<file path="config.mk">
export PLATFORM = sky130hd
export DESIGN_NAME = histogram_bucket_table_core
export DESIGN_NICKNAME = d
export VERILOG_FILES = /design/src/rtl/core/hbt_pkg.sv /design/src/rtl/core/hbt_ram.sv /design/src/rtl/core/hbt_ctrl.sv /design/src/rtl/core/hbt_datapath.sv /design/src/rtl/core/histogram_bucket_table_core.sv
export VERILOG_INCLUDE_DIRS = /design/src /design/src/rtl/core
export SDC_FILE = /design/constraint.sdc
export NUM_CORES = 2
export LEC_CHECK = 0
export ABC_AREA = 1
export BUFFER_PORTS_ARGS = -buffer_cell sky130_fd_sc_hd__buf_2
export CORE_ASPECT_RATIO = 0.7
export CORE_UTILIZATION = 63
export DETAILED_ROUTE_END_ITERATION = 12
export PLACE_DENSITY = 0.79
export SETUP_SLACK_MARGIN = 0.4
export SLEW_MARGIN = 40
export SYNTH_ARGS = -nofsm -noshare
export SYNTH_HDL_FRONTEND = slang
export SYNTH_SLANG_ARGS = --single-unit
export TNS_END_PERCENT = 5
</file>
<file path="constraint.sdc">
create_clock -name clk -period 6.6 [get_ports clk]
set_input_delay 0.33 -clock clk [delete_from_list [all_inputs] [get_ports clk]]
set_output_delay 0.33 -clock clk [all_outputs]
set_load 0.03 [all_outputs]
</file>
<file path="src/rtl/core/histogram_bucket_table_core_assert.svh">
// Assertion macros used by the histogram bucket table datapath.
`ifndef HISTOGRAM_BUCKET_TABLE_CORE_ASSERT_SVH
`define HISTOGRAM_BUCKET_TABLE_CORE_ASSERT_SVH

// The consequent must hold in the same cycle as the antecedent.
`define HBT_ASSERT_IMPL(lbl, clk, rst_n, ante, cons) \
  lbl: assert property (@(posedge clk) disable iff (!rst_n) (ante) |-> (cons)) \
    else $error("histogram bucket table assertion failed");

// The consequent must hold in the cycle after the antecedent.
`define HBT_ASSERT_NEXT(lbl, clk, rst_n, ante, cons) \
  lbl: assert property (@(posedge clk) disable iff (!rst_n) (ante) |=> (cons)) \
    else $error("histogram bucket table assertion failed");

`endif

</file>
<file path="src/rtl/core/hbt_pkg.sv">
package hbt_pkg;

  localparam int DEF_TABLE_DEPTH = 64;
  localparam int DATA_W = 32;
  localparam int DIV_STEPS = 32;
  localparam logic [DATA_W-1:0] INT_MAX_VAL = 32'h7fff_ffff;

  typedef enum logic [1:0] {
    OP_WRITE  = 2'd0,
    OP_INIT   = 2'd1,
    OP_LOOKUP = 2'd2,
    OP_UNUSED = 2'd3
  } opcode_t;

  typedef struct packed {
    opcode_t            opcode;
    logic [5:0]         entry_index;
    logic               is_last_entry;
    logic signed [31:0] operand_value;
    logic signed [31:0] range_maximum;
    logic [5:0]         bucket_total;
  } in_item_t;

  typedef struct packed {
    logic       status;
    logic       hit;
    logic [5:0] bin_index;
  } out_item_t;

  typedef enum logic [3:0] {
    ST_IDLE,
    ST_DECODE,
    ST_PREP,
    ST_DIV,
    ST_ZERO,
    ST_MID,
    ST_MAX,
    ST_TOP,
    ST_SCAN,
    ST_FINISH
  } state_t;

  typedef struct packed {
    logic capture;
    logic write_entry;
    logic init_prep;
    logic div_step;
    logic init_zero;
    logic mid_step;
    logic init_max;
    logic init_top;
    logic scan_start;
    logic scan_step;
    logic load_out;
  } ctrl_cmd_t;

  typedef struct packed {
    opcode_t op;
    logic    init_bad;
    logic    div_done;
    logic    mid_done;
    logic    scan_done;
    logic    out_busy;
  } dp_status_t;

endpackage

</file>
<file path="src/rtl/core/hbt_ram.sv">
module hbt_ram #(
  parameter int WIDTH = hbt_pkg::DATA_W,
  parameter int DEPTH = hbt_pkg::DEF_TABLE_DEPTH
) (
  input  logic                     clk,
  input  logic                     wr_en,
  input  logic [$clog2(DEPTH)-1:0] wr_addr,
  input  logic [WIDTH-1:0]         wr_data,
  input  logic [$clog2(DEPTH)-1:0] rd_addr,
  output logic [WIDTH-1:0]         rd_data
);

  logic [WIDTH-1:0] mem_r [DEPTH];
  logic [WIDTH-1:0] rd_data_r;

  always_ff @(posedge clk) begin
    if (wr_en) begin
      mem_r[wr_addr] <= wr_data;
    end
    rd_data_r <= mem_r[rd_addr];
  end

  assign rd_data = rd_data_r;

endmodule

</file>
<file path="src/rtl/core/hbt_ctrl.sv">
module hbt_ctrl (
  input  logic               clk,
  input  logic               rst_n,
  input  logic               in_valid,
  output logic               in_stall,
  input  hbt_pkg::dp_status_t sts_i,
  output hbt_pkg::ctrl_cmd_t  cmd_o
);

  hbt_pkg::state_t state_r, state_nxt;

  always_ff @(posedge clk) begin
    if (!rst_n) begin
      state_r <= hbt_pkg::ST_IDLE;
    end else begin
      state_r <= state_nxt;
    end
  end

  always_comb begin
    state_nxt = state_r;
    cmd_o     = '0;
    unique case (state_r)
      hbt_pkg::ST_IDLE: begin
        if (in_valid) begin
          cmd_o.capture = 1'b1;
          state_nxt     = hbt_pkg::ST_DECODE;
        end
      end
      hbt_pkg::ST_DECODE: begin
        unique case (sts_i.op)
          hbt_pkg::OP_WRITE: begin
            cmd_o.write_entry = 1'b1;
            state_nxt         = hbt_pkg::ST_FINISH;
          end
          hbt_pkg::OP_INIT: begin
            state_nxt = sts_i.init_bad ? hbt_pkg::ST_FINISH : hbt_pkg::ST_PREP;
          end
          hbt_pkg::OP_LOOKUP: begin
            cmd_o.scan_start = 1'b1;
            state_nxt        = hbt_pkg::ST_SCAN;
          end
          default: begin
            state_nxt = hbt_pkg::ST_FINISH;
          end
        endcase
      end
      hbt_pkg::ST_PREP: begin
        cmd_o.init_prep = 1'b1;
        state_nxt       = hbt_pkg::ST_DIV;
      end
      hbt_pkg::ST_DIV: begin
        if (sts_i.div_done) begin
          state_nxt = hbt_pkg::ST_ZERO;
        end else begin
          cmd_o.div_step = 1'b1;
        end
      end
      hbt_pkg::ST_ZERO: begin
        cmd_o.init_zero = 1'b1;
        state_nxt       = hbt_pkg::ST_MID;
      end
      hbt_pkg::ST_MID: begin
        if (sts_i.mid_done) begin
          state_nxt = hbt_pkg::ST_MAX;
        end else begin
          cmd_o.mid_step = 1'b1;
        end
      end
      hbt_pkg::ST_MAX: begin
        cmd_o.init_max = 1'b1;
        state_nxt      = hbt_pkg::ST_TOP;
      end
      hbt_pkg::ST_TOP: begin
        cmd_o.init_top = 1'b1;
        state_nxt      = hbt_pkg::ST_FINISH;
      end
      hbt_pkg::ST_SCAN: begin
        if (sts_i.scan_done) begin
          state_nxt = hbt_pkg::ST_FINISH;
        end else begin
          cmd_o.scan_step = 1'b1;
        end
      end
      hbt_pkg::ST_FINISH: begin
        if (!sts_i.out_busy) begin
          cmd_o.load_out = 1'b1;
          state_nxt      = hbt_pkg::ST_IDLE;
        end
      end
      default: begin
        state_nxt = hbt_pkg::ST_IDLE;
      end
    endcase
  end

  assign in_stall = (state_r != hbt_pkg::ST_IDLE);

endmodule

</file>
<file path="src/rtl/core/hbt_datapath.sv">
`include "histogram_bucket_table_core_assert.svh"

module hbt_datapath #(
  parameter int TABLE_DEPTH = hbt_pkg::DEF_TABLE_DEPTH
) (
  input  logic                clk,
  input  logic                rst_n,
  input  hbt_pkg::in_item_t   in_data,
  input  hbt_pkg::ctrl_cmd_t  cmd_i,
  output hbt_pkg::dp_status_t sts_o,
  input  logic                out_stall,
  output logic                out_valid,
  output hbt_pkg::out_item_t  out_data
);

  localparam int AW = $clog2(TABLE_DEPTH);
  localparam int EW = $clog2(TABLE_DEPTH + 1);
  localparam int DW = hbt_pkg::DATA_W;

  hbt_pkg::in_item_t  item_r;
  hbt_pkg::out_item_t out_r, res;
  logic               out_valid_r;
  logic [EW-1:0]      entries_r, ptr_r, cnt_r;
  logic               pend_r;
  logic [DW-1:0]      div_q_r, acc_q_r;
  logic [5:0]         div_rem_r, div_cnt_r, acc_rem_r, gen_i_r;
  logic               neg_r;

  logic [5:0]    divisor;
  logic [6:0]    trial, rsum;
  logic          trial_ge, wrap;
  logic [DW:0]   diff, abs_diff, qext, qsgn, gen_sum;
  logic          write_bad, init_bad, le, hit;
  logic          wr_en;
  logic [AW-1:0] wr_addr;
  logic [DW-1:0] wr_data, rd_data;

  assign divisor  = item_r.bucket_total - 6'd2;
  assign trial    = {div_rem_r, div_q_r[DW-1]};
  assign trial_ge = (trial >= {1'b0, divisor});
  assign rsum     = {1'b0, acc_rem_r} + {1'b0, div_rem_r};
  assign wrap     = (rsum >= {1'b0, divisor});

  assign diff     = {item_r.range_maximum[DW-1], item_r.range_maximum}
                  - {item_r.operand_value[DW-1], item_r.operand_value};
  assign abs_diff = diff[DW] ? (~diff + 1'b1) : diff;
  assign qext     = {1'b0, acc_q_r};
  assign qsgn     = neg_r ? (~qext + 1'b1) : qext;
  assign gen_sum  = {item_r.operand_value[DW-1], item_r.operand_value} + qsgn;

  assign write_bad = (int'(item_r.entry_index) >= TABLE_DEPTH);
  assign init_bad  = (item_r.bucket_total < 6'd2)
                  || (int'(item_r.bucket_total) > TABLE_DEPTH - 1);

  always_comb begin
    wr_en   = 1'b0;
    wr_addr = '0;
    wr_data = '0;
    priority if (cmd_i.write_entry) begin
      wr_en   = !write_bad;
      wr_addr = AW'(item_r.entry_index);
      wr_data = item_r.operand_value;
    end else if (cmd_i.init_zero) begin
      wr_en = 1'b1;
    end else if (cmd_i.mid_step) begin
      wr_en   = 1'b1;
      wr_addr = AW'(gen_i_r);
      wr_data = gen_sum[DW-1:0];
    end else if (cmd_i.init_max) begin
      wr_en   = 1'b1;
      wr_addr = AW'(item_r.bucket_total - 6'd1);
      wr_data = item_r.range_maximum;
    end else if (cmd_i.init_top) begin
      wr_en   = 1'b1;
      wr_addr = AW'(item_r.bucket_total);
      wr_data = hbt_pkg::INT_MAX_VAL;
    end
  end

  hbt_ram #(
    .WIDTH(DW),
    .DEPTH(TABLE_DEPTH)
  ) u_table (
    .clk    (clk),
    .wr_en  (wr_en),
    .wr_addr(wr_addr),
    .wr_data(wr_data),
    .rd_addr(ptr_r[AW-1:0]),
    .rd_data(rd_data)
  );

  assign le = ($signed(rd_data) <= item_r.operand_value);

  always_ff @(posedge clk) begin
    if (cmd_i.capture) begin
      item_r <= in_data;
    end
    if (cmd_i.init_prep) begin
      div_q_r   <= abs_diff[DW-1:0];
      neg_r     <= diff[DW];
      div_rem_r <= '0;
      div_cnt_r <= '0;
    end else if (cmd_i.div_step) begin
      div_q_r   <= {div_q_r[DW-2:0], trial_ge};
      div_rem_r <= trial_ge ? 6'(trial - {1'b0, divisor}) : trial[5:0];
      div_cnt_r <= div_cnt_r + 6'd1;
    end
    if (cmd_i.init_zero) begin
      acc_q_r   <= '0;
      acc_rem_r <= '0;
      gen_i_r   <= 6'd1;
    end else if (cmd_i.mid_step) begin
      acc_q_r   <= acc_q_r + div_q_r + DW'(wrap);
      acc_rem_r <= wrap ? 6'(rsum - {1'b0, divisor}) : rsum[5:0];
      gen_i_r   <= gen_i_r + 6'd1;
    end
    if (cmd_i.scan_start) begin
      ptr_r  <= '0;
      cnt_r  <= '0;
      pend_r <= 1'b0;
    end else if (cmd_i.scan_step) begin
      if (ptr_r < entries_r) begin
        ptr_r <= ptr_r + EW'(1);
      end
      pend_r <= (ptr_r < entries_r);
      if (pend_r) begin
        cnt_r <= cnt_r + EW'(le);
      end
    end
    if (cmd_i.load_out) begin
      out_r <= res;
    end
  end

  always_ff @(posedge clk) begin
    if (!rst_n) begin
      entries_r   <= '0;
      out_valid_r <= 1'b0;
    end else begin
      if (cmd_i.write_entry && !write_bad && item_r.is_last_entry) begin
        entries_r <= EW'(item_r.entry_index) + EW'(1);
      end else if (cmd_i.init_top) begin
        entries_r <= EW'(item_r.bucket_total) + EW'(1);
      end
      if (cmd_i.load_out) begin
        out_valid_r <= 1'b1;
      end else if (!out_stall) begin
        out_valid_r <= 1'b0;
      end
    end
  end

  assign hit = (item_r.opcode == hbt_pkg::OP_LOOKUP) && (cnt_r != '0) && (cnt_r < entries_r);

  always_comb begin
    res.status = ((item_r.opcode == hbt_pkg::OP_WRITE) && write_bad)
              || ((item_r.opcode == hbt_pkg::OP_INIT) && init_bad)
              || (item_r.opcode == hbt_pkg::OP_UNUSED);
    res.hit       = hit;
    res.bin_index = hit ? 6'(cnt_r - EW'(1)) : 6'd0;
  end

  assign sts_o.op        = item_r.opcode;
  assign sts_o.init_bad  = init_bad;
  assign sts_o.div_done  = (div_cnt_r == 6'(hbt_pkg::DIV_STEPS));
  assign sts_o.mid_done  = (({1'b0, gen_i_r} + 7'd1) >= {1'b0, item_r.bucket_total});
  assign sts_o.scan_done = (ptr_r == entries_r) && !pend_r;
  assign sts_o.out_busy  = out_valid_r && out_stall;

  assign out_valid = out_valid_r;
  assign out_data  = out_r;

  `HBT_ASSERT_IMPL(a_scan_bound, clk, rst_n, cmd_i.scan_step, ptr_r <= entries_r)
  `HBT_ASSERT_IMPL(a_div_rem, clk, rst_n, cmd_i.div_step && (divisor != '0), div_rem_r < divisor)
  `HBT_ASSERT_IMPL(a_load_free, clk, rst_n, cmd_i.load_out, !(out_valid_r && out_stall))
  `HBT_ASSERT_NEXT(a_load_valid, clk, rst_n, cmd_i.load_out, out_valid_r)

endmodule

</file>
<file path="src/rtl/core/histogram_bucket_table_core.sv">
// Histogram bucket table: one result transfer for every input transfer, one item
// at a time; the input stalls from acceptance until the result register loads.
// A write-entry, a rejected init or an unused opcode goes straight from decode to
// the result; a lookup waits on the linear scan that reads one table entry per
// cycle through the single registered read port, and an accepted linear init waits
// on the 32-step quotient of the spacing and then one table write per entry. The
// next input can be accepted in the cycle after the result loads; a result still
// held by the receiver keeps the block busy until it moves. The table itself is
// not cleared by reset.
module histogram_bucket_table_core #(
  parameter int TABLE_DEPTH = hbt_pkg::DEF_TABLE_DEPTH
) (
  input  logic               clk,
  input  logic               rst_n,
  input  logic               in_valid,
  output logic               in_stall,
  input  hbt_pkg::in_item_t  in_data,
  output logic               out_valid,
  input  logic               out_stall,
  output hbt_pkg::out_item_t out_data
);

  hbt_pkg::ctrl_cmd_t  cmd;
  hbt_pkg::dp_status_t sts;

  hbt_ctrl u_ctrl (
    .clk     (clk),
    .rst_n   (rst_n),
    .in_valid(in_valid),
    .in_stall(in_stall),
    .sts_i   (sts),
    .cmd_o   (cmd)
  );

  hbt_datapath #(
    .TABLE_DEPTH(TABLE_DEPTH)
  ) u_datapath (
    .clk      (clk),
    .rst_n    (rst_n),
    .in_data  (in_data),
    .cmd_i    (cmd),
    .sts_o    (sts),
    .out_stall(out_stall),
    .out_valid(out_valid),
    .out_data (out_data)
  );

endmodule
</file>
Word level (Yosys, flattened, before mapping) --
Memory sizes are Yosys's and may differ from the RTL's. A register that Yosys moved wholly into a read port is not among the register bits. Cells that the tools add are included.
Word-level totals: latch bits 0, memories kept 1, bits in read-only memories 0, memory bits (writable) 2048, bits of input ports 83, flip-flop bits (word level) 203, logic and storage cells 141
Memories:
- u_datapath.u_table.mem_r | words 64, width 32, rd ports 1, clocked after memory_dff 1, write ports 1, RTL line hbt_ram.sv:13 | logic [WIDTH-1:0] mem_r [DEPTH];
Operators by class: bitwise gates (word level) 2, shift operators 0, order comparisons 7, divide/modulo/power cells 0, $mul 0, $add $sub $neg 19, reduce and logical (&&, ||, !) cells 17, multiplexer cells 53, equal/unequal tests 20
Operators with widths (count):
- $mux W32 | 8
- $add A32 B1 Y32 const B | 2
- $add A32 B32 Y32 | 2
- $not A32 Y32 | 2
- $mux W6 | 7
- $pmux W4 S10 | 1
- $sub A32 B32 Y33 | 1
- $add A32 B1 Y32 | 1
- $le A32 B32 Y1 | 1
- $mux W31 | 1
- $mux W1 | 27
- $mux W4 | 6
- $add A6 B1 Y7 const B | 3
- $ge A7 B6 Y1 | 3
- $eq A4 B3 Y1 const B | 4
- $lt A7 B7 Y1 | 2
- $mux W7 | 2
- $add A6 B1 Y6 const B | 2
- $sub A6 B1 Y6 const B | 2
- $sub A6 B6 Y6 | 2
- $ne A2 B2 Y1 const B | 5
- $eq A4 B2 Y1 const B | 2
- $eq A4 B4 Y1 const B | 2
- $pmux W4 S2 | 1
- 21 further kinds | 29

Logic depth before layout (Yosys ltp) --
word-level depth 9, mapped depth 29

Modules after synthesis --
From an unflattened synthesis, not the netlist that was laid out.
Second synthesis, totals: cells, all modules 9382, area, all modules 100905.5 um^2
Modules (own cells, without submodules):
- hbt_ram | area each 82738.1 um^2, seq. area each 62139.6 um^2, instances 1, cells each 6769
- hbt_datapath | area each 17695.7 um^2, seq. area each 5185.0 um^2, instances 1, cells each 2526
- hbt_ctrl | area each 471.7 um^2, seq. area each 80.1 um^2, instances 1, cells each 87

Worst setup path before layout --
Ideal clock, no wire load.
path type register to register, start point reg u_datapath.gen_i_r[1], end point mem u_datapath.u_table.mem_r[0][8] in the netlist's numbering, data pin, buffers on the path 2, setup slack 901 ps, arrival 4970 ps, stages on the path, launching flop included 17, path through dfxtp_1 > ha_1 > nand3_2 > nor2_2 > inv_1 > nand2_1 > inv_1 > ha_1 > a21oi_1 > o21ai_1 > nor2_4 > nand3_4 > buf_6 > nand2_1 > inv_1 > clkbuf_1 > o32ai_1
Between the ends: cells in the longest elaborated chain, start to end 7
RTL lines:
- from (decl) | RTL line hbt_datapath.sv:26 | logic [5:0] div_rem_r, div_cnt_r, acc_rem_r, gen_i_r;
- from (signal assigned) | RTL line hbt_datapath.sv:115 | gen_i_r <= gen_i_r + 6'd1;
- $add A6 B1 Y7 | RTL line hbt_datapath.sv:166 | assign sts_o.mid_done = (({1'b0, gen_i_r} + 7'd1) >= {1'b0, item_r.bucket_total});
- $ge A7 B6 Y1 | RTL line hbt_datapath.sv:166
- $mux W1 | RTL line hbt_ctrl.sv:64 | if (sts_i.mid_done) begin
- $mux W1 | RTL line hbt_ctrl.sv:23 | unique case (state_r)
- $mux W32 | RTL line hbt_datapath.sv:65 | end else if (cmd_i.mid_step) begin
- $mux W32 | RTL line hbt_datapath.sv:63 | end else if (cmd_i.init_zero) begin
- $mux W32 | RTL line hbt_datapath.sv:59 | priority if (cmd_i.write_entry) begin
- via u_datapath.u_table.wr_data[8] | RTL line hbt_ram.sv:8 | input logic [WIDTH-1:0] wr_data,
- to (decl) | RTL line hbt_ram.sv:13
The timed path passes the listed nets, and every way through them passes these cells.

Final worst setup path --
start point reg u_datapath.div_rem_r[0], end point reg u_datapath.acc_q_r[26]
Between the ends: cells in the longest elaborated chain, start to end 3
RTL lines:
- from (decl) | RTL line hbt_datapath.sv:26
- from (signal assigned) | RTL line hbt_datapath.sv:105 | div_rem_r <= trial_ge ? 6'(trial - {1'b0, divisor}) : trial[5:0];
- $add A6 B6 Y7 | RTL line hbt_datapath.sv:41 | assign rsum = {1'b0, acc_rem_r} + {1'b0, div_rem_r};
- $ge A7 B6 Y1 | RTL line hbt_datapath.sv:42 | assign wrap = (rsum >= {1'b0, divisor});
- $add A32 B1 Y32 | RTL line hbt_datapath.sv:113 | acc_q_r <= acc_q_r + div_q_r + DW'(wrap);
- to (signal assigned) | RTL line hbt_datapath.sv:113
- to (decl) | RTL line hbt_datapath.sv:25 | logic [DW-1:0] div_q_r, acc_q_r;
Every way passes these cells. A chain may end at the register's enable or synchronous reset.

==> flow_summary_export.csv <==
group,metric,value,unit
run_status,status,"finished, final reports clean",
critical_path,worstReg2RegEnd,"u_datapath.acc_q_r[26]",
global_route,antenna_found_initial,11,
global_route,grt_pass1_vias,66600,
detailed_routing,drt_first_pass_iters,7,
synthesis,yosys_warnings,0,
cts,clock_path_buffers,3,
global_route,grt.overflow.total,0,
placement,hpwl,188,mm
floorplan,dieArea,157000,um^2
final_layout,multi_input_area,28200,um^2
power_and_ir_drop,power,46.9,mW
critical_path,crit_slowest_cell,"fa_1",
sta,maxClockFrequency,0.193,GHz
sta,min_period_over_period,78.4,%
power_and_ir_drop,peakVddDrop,381,uV
synthesis,syn_inst,8369,
synthesis,synth-seq-cells,2283,
cts,clock_latency,860,ps
critical_path,crit_path_end_kind,"flop",
sta,fin_crit,5180,ps
detailed_routing,vias,72100,
placement,dp_slack,1630,ps
synthesis,avgSynthCellArea,11.7,um^2
detailed_routing,ant_nets,0,
placement,placed_area,103000,um^2
placement,gp_congestion,0.997,
final_layout,design_area,110000,um^2
cts,ctsHoldBuffers,83,
final_layout,most-common-layout-cells,"edfxtp_1, nor2_1, o21ai_0, nand2_1, inv_1",
min_path,min_path_type,"primary input to flop",
cts,post_cts_buffers,0,
cts,numCtsBuffers,199,
critical_path,start_kind,"flop",
detailed_routing,drcViolationCount,0,
final_layout,layout_commonest_cell,"edfxtp_1",
critical_path,r2r_slack,1420,ps
cts,cts_tree,"yes",
cts,cts_resized,0,
sta,setup_viol,0,
synthesis,syn_area,97900,um^2
synthesis,synth_flop_cell,"edfxtp_1",
cts,htree_levels,4,
floorplan,num_io_pins,93,
final_layout,register_area,67400,um^2
critical_path,slowest_delay,520,ps
cts,clock_sinks,2283,
floorplan,fp.dieW,473,um
power_and_ir_drop,p_per_area,425,nW/um^2
detailed_routing,wire_per_inst,28.0,um
global_route,grt_pass1_wl,435,mm
critical_path,cp-endpoint,"u_datapath.acc_q_r[26]",
sta,whs,190,ps
critical_path,crit_top_cell,"nand2_1",
detailed_routing,drtIter0Drc,12900,
floorplan,rows,120,
final_layout,drive_gt1_share,9.01,%
final_layout,nFillCells,9910,
final_layout,syn2layout_area_growth,12.8,%
sta,hold_viol_final,0,
sta,fin_skew,41.3,ps
job,cap_violations,0,
critical_path,rr_startpoint,"u_datapath.div_rem_r[0]",
final_layout,finish.utilization,71.9,%
critical_path,crit_family,"compound AO/OA/AOI/OAI gates",
synthesis,async_flop_share,0,%
critical_path,reg2reg_depth,26,
detailed_routing,wirelength,301,mm
critical_path,worstPathRequired,7340,ps
critical_path,crit_path_start,"u_datapath.div_rem_r[0]",
floorplan,die_y,332,um
critical_path,cp_max_fo,12,
global_route,grt_max_degree,198,
critical_path,cp.depth,26,
floorplan,fp.coreArea,154000,um^2
sta,setup_tns,0,ps
global_route,grtUsageTotal,37.7,%
placement,placedCellCount,10300,
sta,fin_ws,1420,ps
final_layout,instances_no_fill,10800,
cts,clock_tree.root_cell,"clkbuf_16",
critical_path,path_buf_inv,2,
synthesis,ys_seq_area_share,68.8,%
critical_path,critical_path_class,"flop to flop",
power_and_ir_drop,leakage,38.4,nW
sta,rsz0062_at_grt,"false",
cts,path_clk_slew,60,ps
synthesis,synth_nets,8638,
sta,worst-slew-pin-transition,949,ps
placement,io_buffer_count,92,
critical_path,arrival,5920,ps
final_layout,nNetsFinal,8777,
synthesis,yosysUniqueCellTypes,61,
detailed_routing,viasPerCell,6.71,
synthesis,synth_edf_count,2168,
floorplan,start_util,63.8,%
sta,finalMaxSlewViolations,0,
sta,max-slew-margin-rel,36.3,%
cell usage after synthesis, types with 13 or more instances:
library cell	number	area, um^2
clkbuf_1	390	1460
nand4_1	59	369
o211ai_1	80	601
nand2_2	15	93.8
nand3_1	301	1510
nor3_1	41	205
xor2_1	70	613
edfxtp_1	2168	65100
a21o_1	13	97.6
a21oi_1	260	1300
o21ai_0	1199	6000
inv_1	371	1390
buf_1	22	82.6
nand3b_1	16	120
o22ai_1	329	2060
xnor2_1	35	307
nor2_1	1320	4950
a31oi_1	39	244
o221ai_1	198	1730
ha_1	180	2250
dfxtp_1	115	2300
buf_2	58	290
nand2_1	930	3490
power by group:
part / total, mW / leakage [nW] / switching (mW) / internal, mW
Clock: 11.6 / 3.08 / 5.31 / 6.30
Combinational: 18.0 / 14.5 / 13.2 / 4.72
Sequential: 17.4 / 20.8 / 0.699 / 16.7
worst register-to-register path: stages, from the launching register on:
cell and delay (ps):
dfxtp_1 430, ha_1 210, inv_1 50, fa_1 420, xnor2_1 250, ha_1 340
a21oi_1 150, o21ai_0 110, nand2_1 100, nand2_1 70, a21oi_1 200, o21ai_0 120
nand2_1 70, nand2_1 250, fa_1 520, a21oi_1 230, o21ai_1 170, a21oi_1 310
o21ai_1 220, a21oi_1 280, o21ai_1 140, nand2_1 100, nand2_1 60, nand2_1 70
nand3_1 70, nand2_1 100, inv_1 40
registers in the layout (all words and copies together), names as in the netlist, 2 cells and up:
| signal | flops |
|---|---|
| u_datapath.entries_r | 7 |
| u_datapath.out_data | 8 |
| u_datapath.gen_i_r | 6 |
| u_datapath.div_cnt_r | 6 |
| u_datapath.acc_q_r | 32 |
| u_datapath.div_rem_r | 6 |
| u_datapath.acc_rem_r | 6 |
| u_datapath.div_q_r | 32 |
| u_datapath.ptr_r | 7 |
| u_ctrl.state_r | 4 |
| u_datapath.u_table.rd_data | 32 |
| u_datapath.u_table.mem_r | 2048 |
| u_datapath.item_r | 77 |
| u_datapath.sts_o | 2 |
| u_datapath.cnt_r | 7 |
worst min-delay path by stage:
stage	slack [ps]	endpoint	start	cells past startpoint
after floorplan	420	u_datapath.div_cnt_r[5]	u_datapath.div_cnt_r[5]	1
after global placement	450	u_datapath.div_cnt_r[5]	u_datapath.div_cnt_r[5]	1
after detailed placement	470	u_datapath.div_cnt_r[5]	u_datapath.div_cnt_r[5]	1
after CTS	140	u_datapath.item_r[69]	in_data[69]	2
after global routing	170	u_datapath.item_r[73]	in_data[73]	2
final	190	u_datapath.item_r[73]	in_data[73]	2
per-layer routing:
metal  global-route usage (%)  part of all wire [%]
met1                     54.7                    38
met2                     52.9                    42
met3                     12.3                    16
met4                     14.9                   4.3
met5                        0                 0.031
logic make-up (layout without fill, tap and decap cells):
group | after synthesis | after routing | synth area share [%]
simple gates | 2729 | 2729 | 11.4
fa+ha+maj | 186 | 186 | 2.42
other cells | 0 | 2 | 0
buf+inv | 858 | 1164 | 3.38
mux | 1 | 1 | 0.0102
flops | 2283 | 2283 | 68.8
compound gates | 2207 | 2207 | 13.1
xor+xnor | 105 | 105 | 0.939
area by class of cell:
type | instances | share of cell area [%]
Antenna cell | 2 | 0.00453
Clock buffer | 257 | 4.87
Clock inverter | 111 | 0.852
Inverter | 386 | 1.34
Multi-Input combinational cell | 5228 | 25.5
Sequential cell | 2283 | 61.0
Tap cell | 2074 | 2.35
Timing Repair Buffer | 410 | 4.09
(Power assumes the default switching activity.)
